==> src/hw/rtl/pfnc_pkg.sv <==
// Package for the paired frame noise floor clamp.
// Holds the value width, the item and pair types, and the register map.
// No dependencies.
package pfnc_pkg;

  // Q11.8 level width and derived limits
  localparam int VALUE_WIDTH = 20;
  localparam int MARGIN_WIDTH = VALUE_WIDTH - 1;
  localparam int DEFAULT_MAX_BINS = 32;

  // APB register map
  localparam int ADDR_WIDTH = 3;
  localparam int DATA_WIDTH = 32;
  localparam logic REG_NOISE_MARGIN = 1'b0;

  localparam logic signed [VALUE_WIDTH-1:0] VAL_MIN = {1'b1, {(VALUE_WIDTH-1){1'b0}}};

  typedef struct packed {
    logic signed [VALUE_WIDTH-1:0] ref_value;
    logic signed [VALUE_WIDTH-1:0] deg_value;
    logic                          last_bin;
  } in_item_t;

  typedef struct packed {
    logic signed [VALUE_WIDTH-1:0] ref_out;
    logic signed [VALUE_WIDTH-1:0] deg_out;
    logic                          last_out;
  } out_item_t;

  typedef struct packed {
    logic signed [VALUE_WIDTH-1:0] ref_level;
    logic signed [VALUE_WIDTH-1:0] deg_level;
  } pair_t;

  // Larger of two signed levels
  function automatic logic signed [VALUE_WIDTH-1:0] larger(
    input logic signed [VALUE_WIDTH-1:0] a,
    input logic signed [VALUE_WIDTH-1:0] b
  );
    larger = (a > b) ? a : b;
  endfunction

endpackage

==> src/hw/rtl/pfnc_cell.sv <==
// One cell of the pair chain: holds a stored bin pair.
// Takes its neighbor's pair on a shift. Depends on pfnc_pkg.
module pfnc_cell
  import pfnc_pkg::*;
(
  input  logic  clk,
  input  logic  shift,
  input  pair_t pair_in,
  output pair_t pair_q
);

  // Advance the chain by one place
  always_ff @(posedge clk) begin
    if (shift) begin
      pair_q <= pair_in;
    end
  end

endmodule

==> src/hw/rtl/paired_frame_noise_floor_clamp.sv <==
// Bins are taken one per cycle while loading. After the last bin the floor is computed,
// the pair chain is shifted up until the oldest pair of the frame reaches the top, and
// then one result per cycle is emitted while the output is not stalled. No bin of a new
// frame is taken until the last result of the current frame has been emitted.
// Reset: rst clears control, count, peak, margin and the output valid; the chain
// holds no reset and only pairs of the current frame are read.
module paired_frame_noise_floor_clamp
  import pfnc_pkg::*;
#(
  parameter int MAX_BINS = DEFAULT_MAX_BINS
) (
  input  logic                  clk,
  input  logic                  rst,
  input  logic                  in_valid,
  output logic                  in_ready,
  input  in_item_t              in_data,
  output logic                  out_valid,
  input  logic                  out_ready,
  output out_item_t             out_data,
  input  logic                  psel,
  input  logic                  penable,
  input  logic                  pwrite,
  input  logic [ADDR_WIDTH-1:0] paddr,
  input  logic [DATA_WIDTH-1:0] pwdata,
  output logic [DATA_WIDTH-1:0] prdata,
  output logic                  pready
);

  localparam int CntWidth = $clog2(MAX_BINS + 1);
  localparam logic [CntWidth-1:0] CntMax = CntWidth'(MAX_BINS);

  localparam logic [1:0] ST_LOAD  = 2'd0;
  localparam logic [1:0] ST_FLOOR = 2'd1;
  localparam logic [1:0] ST_ALIGN = 2'd2;
  localparam logic [1:0] ST_EMIT  = 2'd3;

  logic [1:0]                    state, state_next;
  logic [CntWidth-1:0]           bin_count, bin_count_next;
  logic [CntWidth-1:0]           step_count, step_count_next;
  logic signed [VALUE_WIDTH-1:0] frame_peak, frame_peak_next;
  logic signed [VALUE_WIDTH-1:0] floor_level;
  logic [MARGIN_WIDTH-1:0]       noise_margin;
  logic signed [VALUE_WIDTH:0]   floor_diff;
  logic                          in_fire, store_ok, emit_fire, shift;
  pair_t                         chain [MAX_BINS];
  pair_t                         pair_new;

  // Configuration port
  assign pready = 1'b1;

  always_ff @(posedge clk) begin
    if (rst) begin
      noise_margin <= '0;
    end else if (psel && penable && pwrite && paddr[2] == REG_NOISE_MARGIN) begin
      noise_margin <= pwdata[MARGIN_WIDTH-1:0];
    end
  end

  always_comb begin
    prdata = '0;
    if (paddr[2] == REG_NOISE_MARGIN) begin
      prdata[MARGIN_WIDTH-1:0] = noise_margin;
    end
  end

  // Handshake qualifiers
  assign in_ready  = (state == ST_LOAD);
  assign in_fire   = in_valid && in_ready;
  assign store_ok  = in_fire && (bin_count != CntMax);
  assign emit_fire = (state == ST_EMIT) && (!out_valid || out_ready);
  assign shift     = store_ok || ((state == ST_ALIGN) && step_count != '0) || emit_fire;

  assign pair_new.ref_level = in_data.ref_value;
  assign pair_new.deg_level = in_data.deg_value;

  // Row of cells: new pair enters at the bottom, oldest leaves at the top
  for (genvar i = 0; i < MAX_BINS; i++) begin : g_cell
    if (i == 0) begin : g_head
      pfnc_cell u_cell (.clk(clk), .shift(shift), .pair_in(pair_new), .pair_q(chain[i]));
    end else begin : g_body
      pfnc_cell u_cell (.clk(clk), .shift(shift), .pair_in(chain[i-1]), .pair_q(chain[i]));
    end
  end

  // Floor: peak minus margin, saturate at the most negative level
  assign floor_diff = {frame_peak[VALUE_WIDTH-1], frame_peak}
                    - {2'b00, noise_margin};

  // Sequencer: load, compute floor, align oldest pair to the top, emit
  always_comb begin
    state_next      = state;
    bin_count_next  = bin_count;
    step_count_next = step_count;
    frame_peak_next = frame_peak;
    unique case (state)
      ST_LOAD: begin
        if (store_ok) begin
          bin_count_next  = bin_count + 1'b1;
          frame_peak_next = larger(frame_peak,
                                   larger(in_data.ref_value, in_data.deg_value));
        end
        if (in_fire && in_data.last_bin) begin
          state_next = ST_FLOOR;
        end
      end
      ST_FLOOR: begin
        step_count_next = CntMax - bin_count;
        state_next      = ST_ALIGN;
      end
      ST_ALIGN: begin
        if (step_count != '0) begin
          step_count_next = step_count - 1'b1;
        end else begin
          step_count_next = bin_count;
          state_next      = ST_EMIT;
        end
      end
      ST_EMIT: begin
        if (emit_fire) begin
          step_count_next = step_count - 1'b1;
          if (step_count == CntWidth'(1)) begin
            bin_count_next  = '0;
            frame_peak_next = VAL_MIN;
            state_next      = ST_LOAD;
          end
        end
      end
      default: state_next = ST_LOAD;
    endcase
  end

  always_ff @(posedge clk) begin
    if (rst) begin
      state      <= ST_LOAD;
      bin_count  <= '0;
      step_count <= '0;
      frame_peak <= VAL_MIN;
    end else begin
      state      <= state_next;
      bin_count  <= bin_count_next;
      step_count <= step_count_next;
      frame_peak <= frame_peak_next;
    end
  end

  // Hold the floor for the readout
  always_ff @(posedge clk) begin
    if (state == ST_FLOOR) begin
      floor_level <= (floor_diff[VALUE_WIDTH] != floor_diff[VALUE_WIDTH-1])
                   ? VAL_MIN : floor_diff[VALUE_WIDTH-1:0];
    end
  end

  // Output register: clamp the top pair
  always_ff @(posedge clk) begin
    if (rst) begin
      out_valid <= 1'b0;
    end else if (emit_fire) begin
      out_valid <= 1'b1;
    end else if (out_ready) begin
      out_valid <= 1'b0;
    end
  end

  always_ff @(posedge clk) begin
    if (emit_fire) begin
      out_data.ref_out  <= larger(floor_level, chain[MAX_BINS-1].ref_level);
      out_data.deg_out  <= larger(floor_level, chain[MAX_BINS-1].deg_level);
      out_data.last_out <= (step_count == CntWidth'(1));
    end
  end

endmodule

==> config.mk <==
export PLATFORM = sky130hd
export DESIGN_NAME = paired_frame_noise_floor_clamp
export DESIGN_NICKNAME = d
export VERILOG_FILES = /design/src/hw/rtl/pfnc_pkg.sv /design/src/hw/rtl/pfnc_cell.sv /design/src/hw/rtl/paired_frame_noise_floor_clamp.sv
export SDC_FILE = /design/constraint.sdc
export NUM_CORES = 1
export LEC_CHECK = 0
export ABC_AREA = 0
export BUFFER_PORTS_ARGS = -buffer_cell sky130_fd_sc_hd__buf_4
export CAP_MARGIN = 25
export CORE_UTILIZATION = 33
export CTS_CLUSTER_SIZE = 12
export DETAILED_ROUTE_END_ITERATION = 6
export GPL_ROUTABILITY_DRIVEN = 0
export PLACE_DENSITY = 0.48
export SLEW_MARGIN = 30
export SYNTH_ARGS = -nofsm -noshare
export SYNTH_HDL_FRONTEND = slang
export SYNTH_SLANG_ARGS = --single-unit
==> constraint.sdc <==
create_clock -name clk -period 46.2 [get_ports clk]
set_input_delay 2.31 -clock clk [delete_from_list [all_inputs] [get_ports clk]]
set_output_delay 2.31 -clock clk [all_outputs]
set_load 0.05 [all_outputs]
==> impl_metrics.csv, run 1 <==
group,metric,value,unit
timing,period_minus_slack,6.55,ns
logic_synthesis,syn_inst,2157,
clocking,h-tree-depth,4,
critical_path,cp-end-kind,"register",
clocking,cts_hold_buf,0,
timing,finalMaxSlewViolations,0,
clocking,clock_latency,0.72,ns
pwr,power.total,0.00406,W
global_route,grt_pass1_vias,18800,
clocking,root_buffer,"clkbuf_16",
timing,relSlewSlack,35.8,%
hold_path,hold_path.class,"register to register",
critical_path,critPathArrivalTime,7.17,ns
clocking,cts.sinks,1395,
detailed_routing,drc_errors,0,
timing,setup_viol,0,
clocking,cts_buffer_depth,3,
place,dpl.cell_count,4156,
global_route,grt_pass1_wl,106000,um
global_route,gr-total-overflow,0,
critical_path,crit_required,46.83,ns
timing,tightest_slew,0.963,ns
timing,min_period_over_period,14.2,%
cells_and_area,multi_input_area,4920,um^2
floorplanning,die_x,378,um
critical_path,crit_family,"compound AO/OA/AOI/OAI gates",
run,max-cap-violations,0,
logic_synthesis,async_reset_ff_share,0,%
detailed_routing,routed_wl,69100,um
cells_and_area,fin_util,38.8,%
clocking,cts_setup_buffers,0,
detailed_routing,viasPerCell,4.37,
critical_path,crit_buf_inv,3,
cells_and_area,final-instance-count-excl-fill,4380,
pwr,peakVddDrop,0.0447,mV
detailed_routing,avgRoutedWirePerCell,15.8,um
logic_synthesis,synth_seq_area_share,88.4,%
detailed_routing,antenna_left,0,
critical_path,cp_max_fo,20,
clocking,cts.clk_slew.worst_paths,0.06,ns
floorplanning,die_area,143000,um^2
floorplanning,start_util,33.4,%
logic_synthesis,syn_area,46800,um^2
critical_path,criticalPathCategory,"input port to register",
status,status,"completed",
place,portBuffers,129,
place,dpl.hpwl,42200,um
logic_synthesis,synth_top_flop_cell,"edfxtp_1",
pwr,power_density,74.8,nW/um^2
detailed_routing,vias,19100,
timing,fin_skew,0.0297,ns
logic_synthesis,synth_edf_count,1341,
cells_and_area,area_growth,16.2,%
cells_and_area,regArea,41300,um^2
critical_path,cp_slowest_stage_delay,0.68,ns
detailed_routing,drt-pass1-iter-count,5,
logic_synthesis,ys_seq_elements,1395,
timing,finalHoldViolations,0,
critical_path,cpMaxStageDelayCell,"nor2_2",
clocking,cts_buffers,141,
global_route,grt_max_degree,190,
logic_synthesis,synth_cell_types,73,
global_route,grt_antenna_before_repair,5,
global_route,grt_usage,9.67,%
critical_path,path_cells,"buf_4 -> inv_1 -> ha_1 -> a21o_1 -> nand3_1 -> a21oi_1 -> a211oi_1 -> nand2_1 -> o311ai_4 -> buf_4 -> mux2i_1 -> ha_1 -> a211o_1 -> o211ai_1 -> a21oi_1 -> o31a_1 -> or3_1 -> and3_1 -> nor2_2 -> o2bb2ai_1",
floorplanning,boundaryPins,159,
cells_and_area,n_fill_cell,12600,
timing,rsz0062_at_grt,"no",
detailed_routing,drtIter0Drc,1678,
cells_and_area,final_net_count,2616,
timing,fin_tns_setup,0,ns
clocking,cts_tree,"built",
critical_path,start_kind,"input port",
pwr,leakagePower,18.5,nW
cells_and_area,drive_above_1_share,15.3,%
clocking,cts_resized,0,
floorplanning,core.rowCount,137,
floorplanning,coreArea,140000,um^2
floorplanning,die_h,378,um
logic_synthesis,syn_avg_cell_area,21.7,um^2
timing,max_freq,153,MHz
logic_synthesis,ys.warnings.count,0,
-- path summary, 6_finish.rpt --
| check | from | to | slack [ns] | depth (start not counted) |
|---|---|---|---|---|
| setup / recovery | in_data[14] | frame_peak[6] | 39.65 | 20 |
| hold / removal | g_cell[26].g_body.u_cell.pair_q[30] | g_cell[27].g_body.u_cell.pair_q[30] | 0.39 | 0 |
| setup reg to reg | state[0] | g_cell[27].g_body.u_cell.pair_q[36] | 40.84 | 9 |
| hold reg to reg | g_cell[26].g_body.u_cell.pair_q[30] | g_cell[27].g_body.u_cell.pair_q[30] | 0.39 | 0 |
-- layer usage --
layer / GRT usage [%] / vias up / share of wire, %
li1: - / 8950 / -
met1: 13.9 / 9453 / 47
met2: 13.0 / 551 / 41
met3: 3.22 / 183 / 8.1
met4: 4.62 / 8 / 3.1
met5: 0 / - / 0.080
-- power by group --
group / internal [W] / total, W / switching [W]
Combinational: 0.000177 / 0.000638 / 0.000461
Sequential: 0.00225 / 0.00239 / 0.000149
Clock: 0.000601 / 0.00103 / 0.000432
-- final cells by class --
class / instances / share of cell area (%)
Sequential cell: 1395 / 76.1
Multi-Input combinational cell: 639 / 9.06
Clock buffer: 193 / 7.10
Tap cell: 1876 / 4.32
Timing Repair Buffer: 150 / 2.25
Inverter: 98 / 0.677
Clock inverter: 26 / 0.486
Antenna cell: 3 / 0.0138
-- kinds of logic after synthesis --
| logic type | after synthesis | share of synthesized area (%) |
|---|---|---|
| AOI/OAI and AO/OA | 191 | 2.85 |
| muxes | 62 | 1.44 |
| buffers and inverters | 135 | 1.25 |
| DFF | 1395 | 88.4 |
| other | 2 | 0.0161 |
| xor gates and xnor gates | 19 | 0.356 |
| adders and majority gates | 108 | 2.91 |
| and+or+nand+nor | 245 | 2.77 |
-- through the flow --
step | hold slack, ns | worst slack (ns) | instance area, um^2
4_1_cts | 0.388 | 39.66 | 54300
3_5_place_dp | 0.405 | 38.87 | 50100
3_3_place_gp | 0.400 | 38.74 | 50100
6_report | 0.393 | 39.65 | 54300
2_1_floorplan | 0.400 | 13.39 | 46800
5_1_grt | 0.400 | 39.45 | 54300
-- synth_stat cells (all sizes together) (5+ instances only) --
cell / instances / share of area [%]
o21ai: 34 / 0.41
dfxtp: 54 / 2.3
ha: 107 / 2.9
nor2b: 10 / 0.13
a211oi: 6 / 0.096
nor3: 15 / 0.17
edfxtp: 1341 / 86
nor2: 58 / 0.47
buf: 26 / 0.38
o2bb2ai: 18 / 0.34
mux2: 41 / 0.99
nand3: 11 / 0.12
o21a: 6 / 0.096
nand4: 17 / 0.23
nand2b: 10 / 0.13
clkbuf: 11 / 0.088
xnor2: 10 / 0.19
o211ai: 5 / 0.11
nor4: 20 / 0.42
xor2: 9 / 0.17
a221oi: 5 / 0.12
a31oi: 8 / 0.12
nand2: 76 / 0.61
a21o: 14 / 0.22
inv: 98 / 0.79
mux2i: 21 / 0.45
a21oi: 66 / 0.71
-- sequential cells by signal, indices dropped and copies added, names as in the netlist --
name / count
step_count: 6
g_cell.g_head.u_cell.pair_q: 40
out_data: 41
floor_level: 20
bin_count: 6
state: 2
frame_peak: 20
out_valid: 1
noise_margin: 19
g_cell.g_body.u_cell.pair_q: 1240
-- cell usage in the layout, fill, tap and decap left out, drive strengths merged, types with 17 or more instances in the layout --
cell	count
edfxtp	1341
clkbuf	193
buf	150
ha	107
inv	101
nand2	76
a21oi	66
nor2	58
dfxtp	54
mux2	41
o21ai	34
mux2i	21
nor4	20
o2bb2ai	18
clkinv	18
nand4	17
-- worst register-to-register path: cells and delay by family, from the launching register on --
family	cells	cell delay [ns]
compound gates	1	0.16
simple gates	2	0.86
flops	1	0.39
fa+ha+maj	1	0.57
buf+inv	5	2.91
Note: power is estimated with default switching activity, not from simulation.
==> run 2: changes to the inputs <==
Settings changed: ABC_AREA 0 to 1, PLACE_DENSITY 0.48 to 0.49.
Clock period 46.2 ns to 5.6 ns, I/O delays scaled along.
==> run 2 against run 1 <==
  * Non-clock buffer count rose by 66
  * Largest cell class unchanged
  * Count of clock-buffer cells in the layout grew 5
  * Worst hold slack worse by 0.27 ns
  * Final cell count is 9.9% higher
  * Clock power grew to 8.5 times the previous value
  * Flip-flop and latch count unchanged
  * Die area grew 1.1%
==> impl_metrics.csv, run 2 <==
group,metric,value,unit
status,status,"completed",
floorplanning,coreArea,142000,um^2
logic_synthesis,synth_seq_area_share,87.5,%
clocking,cts_tree,"built",
clocking,root_buffer,"clkbuf_16",
floorplanning,die_area,145000,um^2
global_route,grt_antenna_before_repair,2,
cells_and_area,final_common_cell,"edfxtp_1",
cells_and_area,reg_top3,"g_cell.g_body.u_cell.pair_q x1240, out_data x41, g_cell.g_head.u_cell.pair_q x40",
global_route,grt.busiest_layer,"met2",
timing,tightest_slew,0.914,ns
cells_and_area,mostFrequentLayoutCells,"1,341 x edfxtp_1, 310 x nand2_1, 186 x inv_1",
cells_and_area,drive_above_1_share,12.6,%
clocking,cts_hold_buf,63,
clocking,cts.clk_slew.worst_paths,0.06,ns
floorplanning,die_x,381,um
logic_synthesis,syn_area,47300,um^2
global_route,grt_use_met3,2.92,%
timing,finalMaxSlewViolations,0,
critical_path,cp-end-kind,"register",
detailed_routing,drc_errors,0,
timing,fin_skew,0.0248,ns
hold_path,hold_path.class,"input port to register",
clocking,clock_latency,0.74,ns
detailed_routing,drt-pass1-iter-count,6,
pwr,internal_power,0.0260,W
cells_and_area,largest_reg_flops,1240,
pwr,power_density,642,nW/um^2
cells_and_area,final-instance-count-excl-fill,4815,
place,dpl.hpwl,45700,um
logic_synthesis,synth_edf_count,1341,
timing,setup_viol,0,
cells_and_area,n_fill_cell,12800,
place,place_ws,0.963,ns
detailed_routing,avgRoutedWirePerCell,15.4,um
global_route,grtUsageMet1,14.4,%
place,dpl.cell_count,4514,
cells_and_area,area_growth,17.7,%
clocking,cts_buffer_depth,3,
logic_synthesis,ys_seq_elements,1395,
logic_synthesis,ys.warnings.count,0,
clocking,cts_resized,0,
clocking,cts_buffers,143,
cells_and_area,top_register,"g_cell.g_body.u_cell.pair_q",
pwr,p_seq_share,58.6,%
detailed_routing,drtIter0Drc,2138,
timing,period_minus_slack,4.52,ns
global_route,grt_max_degree,194,
global_route,met2_usage,14.4,%
pwr,combPwrFrac,17.0,%
pwr,pwr-share-clk,24.4,%
logic_synthesis,synth_cell_types,49,
logic_synthesis,async_reset_ff_share,0,%
logic_synthesis,yosysTopAreaCell,"edfxtp_1",
timing,finalHoldViolations,0,
logic_synthesis,ys_top_cells_by_count,"1,341 x edfxtp_1, 311 x nand2_1, 188 x inv_1",
clocking,cts_setup_buffers,0,
critical_path,criticalPathCategory,"input port to register",
logic_synthesis,yosys-top-cells-area,"edfxtp_1 85%, ha_1 2.8%, nand2_1 2.5%",
logic_synthesis,synth_top_flop_cell,"edfxtp_1",
pwr,power_switching_share,27.2,%
clocking,h-tree-depth,4,
logic_synthesis,synthMostInstantiatedCell,"edfxtp_1",
pwr,p_switching,0.00972,W
critical_path,start_kind,"input port",
logic_synthesis,yosys.area.top_type_share,85.2,%
timing,fin_tns_setup,0,ns
pwr,leakagePower,20.1,nW
timing,relSlewSlack,39.1,%
global_route,gr-total-overflow,0,
detailed_routing,viasPerCell,4.41,
place,portBuffers,129,
floorplanning,core.rowCount,138,
floorplanning,boundaryPins,159,
timing,rsz0062_at_grt,"no",
global_route,grt_pass1_vias,20800,
clocking,cts.sinks,1395,
floorplanning,start_util,33.3,%
logic_synthesis,syn_avg_cell_area,18.8,um^2
detailed_routing,antenna_left,0,
logic_synthesis,syn_inst,2510,
detailed_routing,routed_wl,74300,um
timing,max_freq,221,MHz
timing,min_period_over_period,80.7,%
cells_and_area,final_net_count,3024,
timing,worst_slack,1.08,ns
critical_path,cp_max_fo,21,
critical_path,critPathArrivalTime,5.11,ns
critical_path,crit_required,6.19,ns
run,max-cap-violations,0,
detailed_routing,vias,21200,
global_route,grt_pass1_wl,115000,um
floorplanning,die_h,381,um
global_route,grt_usage,10.2,%
pwr,peakVddDrop,0.723,mV
-- run 2: cell count changes in the layout (fill, tap and decap cells not counted), sizes merged, moves of 16 or more --
cell         delta
mux2           -41
mux2i          -21
a21oi          +33
o2bb2ai        -18
nor2           +43
nand3         +103
nor4           -16
o21ai          +20
nand2         +236
dlygate4sd3    +63
inv           +101
-- run 2: path summary, 6_finish.rpt --
kind                                                            end  depth (start not counted)                                 from  slack [ns]
worst min register to register  g_cell[15].g_body.u_cell.pair_q[16]                          0  g_cell[14].g_body.u_cell.pair_q[16]        0.41
worst max-delay path                                  frame_peak[7]                         28                          in_data[20]        1.08
worst max register to register                          out_data[7]                         14                      floor_level[18]        2.20
worst min-delay path                                   bin_count[0]                          7                             in_valid        0.12
-- run 2: area by class of cell --
class	count	area, um^2	area share, %
antenna	2	5.00	0.00899
clock buffer	198	3900	7.00
clock inverter	37	367	0.659
inverter	191	719	1.29
multi-input combinational	886	5010	9.00
sequential	1395	41400	74.3
tap	1890	2360	4.25
timing repair buffer	216	1940	3.49
-- run 2: per-layer routing --
| metal | up-vias | part of all wire (%) |
|---|---|---|
| met1 | 10400 | 47 |
| met3 | 183 | 7.4 |
| met5 | - | 0 |
| li1 | 9924 | - |
| met4 | 0 | 3.3 |
| met2 | 733 | 43 |
-- run 2: worst max-delay path: stages --
cell and delay [ns]:
dlygate4sd3_1 0.53, buf_4 0.14, inv_1 0.05, ha_1 0.31, nand2_1 0.08, nor2_1 0.16
nand2_1 0.10, nor2_1 0.11, nand3_1 0.12, nand4_1 0.11, nand2_1 0.05, buf_4 0.20
nand2_1 0.48, nand2_1 0.14, and2_1 0.18, ha_1 0.34, nand2_1 0.08, nor2_1 0.14
nand2_1 0.08, nor2_1 0.14, nand2_1 0.09, nand3_1 0.09, nand2_1 0.05, nand3_1 0.07
nand2_1 0.05, buf_4 0.21, inv_1 0.53, a21oi_1 0.17
-- run 2: per-stage QoR --
stage | hold slack (ns) | area (um^2) | power, W | util (%)
floorplan | 0.379 | 47400 | 0.0208 | -
global placement | 0.400 | 50700 | 0.0267 | 35.7
detailed placement | 0.405 | 50700 | 0.0273 | 35.7
CTS | 0.0432 | 55600 | 0.0362 | 39.2
global route | 0.137 | 55700 | 0.0377 | 39.2
finish | 0.122 | 55700 | 0.0357 | 39.2
-- run 2: cells by family (layout without fill, tap and decap cells) --
kind of cell / after synthesis / in the layout / share of synthesized area (%)
buffers and inverters: 241 / 642 / 2.13
and+or+nand+nor: 562 / 562 / 5.05
AOI/OAI and AO/OA: 189 / 189 / 2.23
DFF: 1395 / 1395 / 87.5
xor gates and xnor gates: 13 / 13 / 0.241
other: 2 / 16 / 0.0159
adders and majority gates: 108 / 108 / 2.87
-- run 2: power groups by stage --
stage	logic, W	registers, W	clock network, W
after floorplan	0.00310	0.0177	0
after CTS	0.00608	0.0211	0.00907
after global routing	0.00679	0.0215	0.00945
after detailed placement	0.00602	0.0212	0
after global placement	0.00574	0.0209	0
final	0.00606	0.0209	0.00873
==> run 3: changes to the inputs <==
Settings changed: PLACE_DENSITY 0.49 to 0.48.
Clock period 5.6 ns to 4.6 ns, I/O delays scaled along.
==> run 3 against run 2 <==
  * The flow now finishes with violations (design-rule violations)
  * Clock power is 18% higher
  * Die area did not move
  * Register-to-register slack lost 1.0 ns
  * Global-route usage down 0.063 points
  * Sequential power rose by 22%
  * Routed wire length shrank 0.60%
  * Final cell count barely moved
  * Design area decreased by 0.23%
  * Flip-flop and latch count did not move
  * Setup slack got worse by 0.42 ns
  * Combinational power rose by 22%
  * Worst hold slack improved by 0.11 ns
  * Critical path type unchanged
  * Largest power group unchanged
==> impl_metrics.csv, run 3 (synthesized netlist as in run 2, its figures left out) <==
group,metric,value,unit
cells_and_area,final_net_count,3032,
timing,rsz0062_at_grt,"no",
global_route,gr-total-overflow,0,
critical_path,crit_required,5.18,ns
critical_path,r2r_cells,14,
critical_path,cp_slowest_stage_delay,0.52,ns
run,max-cap-violations,0,
hold_path,holdPathEnd,"g_cell[0].g_head.u_cell.pair_q[20]",
place,portBuffers,129,
hold_path,hold_path.class,"input port to register",
critical_path,cp_max_fo,20,
clocking,h-tree-depth,4,
global_route,grt_antenna_before_repair,2,
timing,max_freq,254,MHz
status,failed_checks,"design-rule violations",
critical_path,r2r-start,"floor_level[5]",
clocking,root_buffer,"clkbuf_16",
detailed_routing,antenna_left,0,
global_route,grt_pass1_wl,114000,um
critical_path,r2r_slack,1.16,ns
clocking,cts_tree,"built",
hold_path,worstHoldStart,"in_data[21]",
critical_path,cp-end-kind,"register",
clocking,cts_resized,0,
place,dpl.hpwl,46000,um
cells_and_area,top_register,"g_cell.g_body.u_cell.pair_q",
timing,fin_tns_setup,0,ns
clocking,cts_buffer_depth,3,
clocking,cts_setup_buffers,0,
cells_and_area,n_fill_cell,12900,
timing,period_minus_slack,3.94,ns
place,place_area,50800,um^2
detailed_routing,routed_wl,73800,um
floorplanning,die_x,381,um
hold_path,whs_path_depth,2,
critical_path,crit_family,"simple AND/OR/NAND/NOR gates",
timing,finalHoldViolations,0,
detailed_routing,drt-pass1-iter-count,7,
floorplanning,coreArea,142000,um^2
floorplanning,start_util,33.3,%
cells_and_area,largest_reg_flops,1240,
cells_and_area,drive_above_1_share,12.7,%
critical_path,start_kind,"input port",
clocking,cts_hold_buf,64,
timing,min_period_over_period,85.7,%
cells_and_area,mostFrequentLayoutCells,"1,341 x edfxtp_1, 310 x nand2_1, 186 x inv_1",
detailed_routing,vias,21200,
global_route,grt_pass1_vias,21000,
timing,relSlewSlack,42.8,%
detailed_routing,drtIter0Drc,2061,
timing,setup_viol,0,
critical_path,reg2reg_to,"out_data[8]",
critical_path,cpMaxStageDelayCell,"dlygate4sd3_1",
critical_path,criticalPathCategory,"input port to register",
timing,fin_skew,0.0271,ns
cells_and_area,design_area,55500,um^2
clocking,cts_buffers,143,
detailed_routing,avgRoutedWirePerCell,15.3,um
pwr,power_density,777,nW/um^2
floorplanning,core.rowCount,138,
clocking,cts.sinks,1395,
pwr,peakVddDrop,0.466,mV
critical_path,crit_top_cell,"nand2_1",
critical_path,critPathArrivalTime,4.52,ns
clocking,clock_latency,0.73,ns
status,status,"finished with violations",
pwr,leakagePower,20.0,nW
global_route,grt_max_degree,138,
floorplanning,boundaryPins,159,
timing,finalMaxSlewViolations,0,
cells_and_area,reg_top3,"g_cell.g_body.u_cell.pair_q x1240, out_data x41, g_cell.g_head.u_cell.pair_q x40",
cells_and_area,area_growth,17.5,%
detailed_routing,viasPerCell,4.40,
critical_path,crit_buf_inv,5,
global_route,grt_usage,10.1,%
floorplanning,die_h,381,um
clocking,cts.clk_slew.worst_paths,0.06,ns
timing,tightest_slew,0.857,ns
cells_and_area,final_common_cell,"edfxtp_1",
floorplanning,die_area,145000,um^2
detailed_routing,drc_errors,1,
-- run 3: cell types whose count changed in the layout (fill, tap and decap cells not counted), sizes merged --
cell / before / now
bufinv: 4 / 0
clkinvlp: 0 / 1
clkinv: 22 / 23
buf: 153 / 160
inv: 202 / 198
clkbuf: 198 / 195
dlygate4sd3: 63 / 64
diode: 2 / 1
-- run 3: worst max path at each step --
| stage | from | endpoint | depth (start not counted) |
|---|---|---|---|
| global route | in_data[18] | frame_peak[7] | 28 |
| CTS | in_data[20] | frame_peak[7] | 28 |
| detailed placement | in_data[20] | frame_peak[7] | 27 |
| finish | in_data[20] | frame_peak[7] | 28 |
| global placement | in_data[15] | frame_peak[7] | 26 |
| floorplan | bin_count[0] | g_cell[0].g_head.u_cell.pair_q[0] | 7 |
-- run 3: final cells by class --
cell class / count / area, um^2 / area share (%)
clock buffers: 195 / 3930 / 7.08
multi-input cells: 886 / 5010 / 9.02
well taps: 1890 / 2360 / 4.26
inverters: 191 / 719 / 1.30
flip-flops and latches: 1395 / 41400 / 74.5
repair buffers: 224 / 1980 / 3.56
clock inverters: 31 / 173 / 0.311
diodes: 1 / 2.50 / 0.00451
-- run 3: metal layers --
metal	up-vias	track usage [%]	wire length, um	part of all wire, %
met1	10300	13.8	34000	46
met2	720	14.5	31600	43
met4	0	5.23	2880	3.9
li1	9920	-	-	-
met5	-	0	0	0
met3	211	3.14	5380	7.3
-- run 3: through the flow --
stage | setup WS (ns) | hold WS (ns) | util, % | power, W | std cells
2_1_floorplan | -17.29 | 0.329 | - | 0.0239 | 2522
3_3_place_gp | 0.496 | 0.400 | 35.8 | 0.0325 | 4521
3_5_place_dp | 0.505 | 0.405 | 35.8 | 0.0332 | 4522
4_1_cts | 0.763 | 0.159 | 39.1 | 0.0437 | 4812
5_1_grt | 0.267 | 0.187 | 39.1 | 0.0456 | 4812
6_report | 0.658 | 0.232 | 39.1 | 0.0431 | 4813
-- run 3: power by group --
part	internal [W]	leakage (nW)	switching [W]
Clock	0.00593	2.00	0.00439
Combinational	0.00190	4.65	0.00548
Sequential	0.0236	13.4	0.00185
Total	0.0314	20.0	0.0117
-- run 3: worst register-to-register path, cell delays in order (launching register included) --
cell and delay (ns):
edfxtp_1 0.61, ha_1 0.43, nand2_1 0.06, inv_1 0.06, nor2_1 0.05, o21ai_0 0.19, nand2_1 0.09, o211ai_1 0.10
nand2_1 0.10, nand2_1 0.08, nand2_1 0.05, nand2_1 0.46, nand2_1 0.58, nand2_1 0.22, nand2_1 0.09
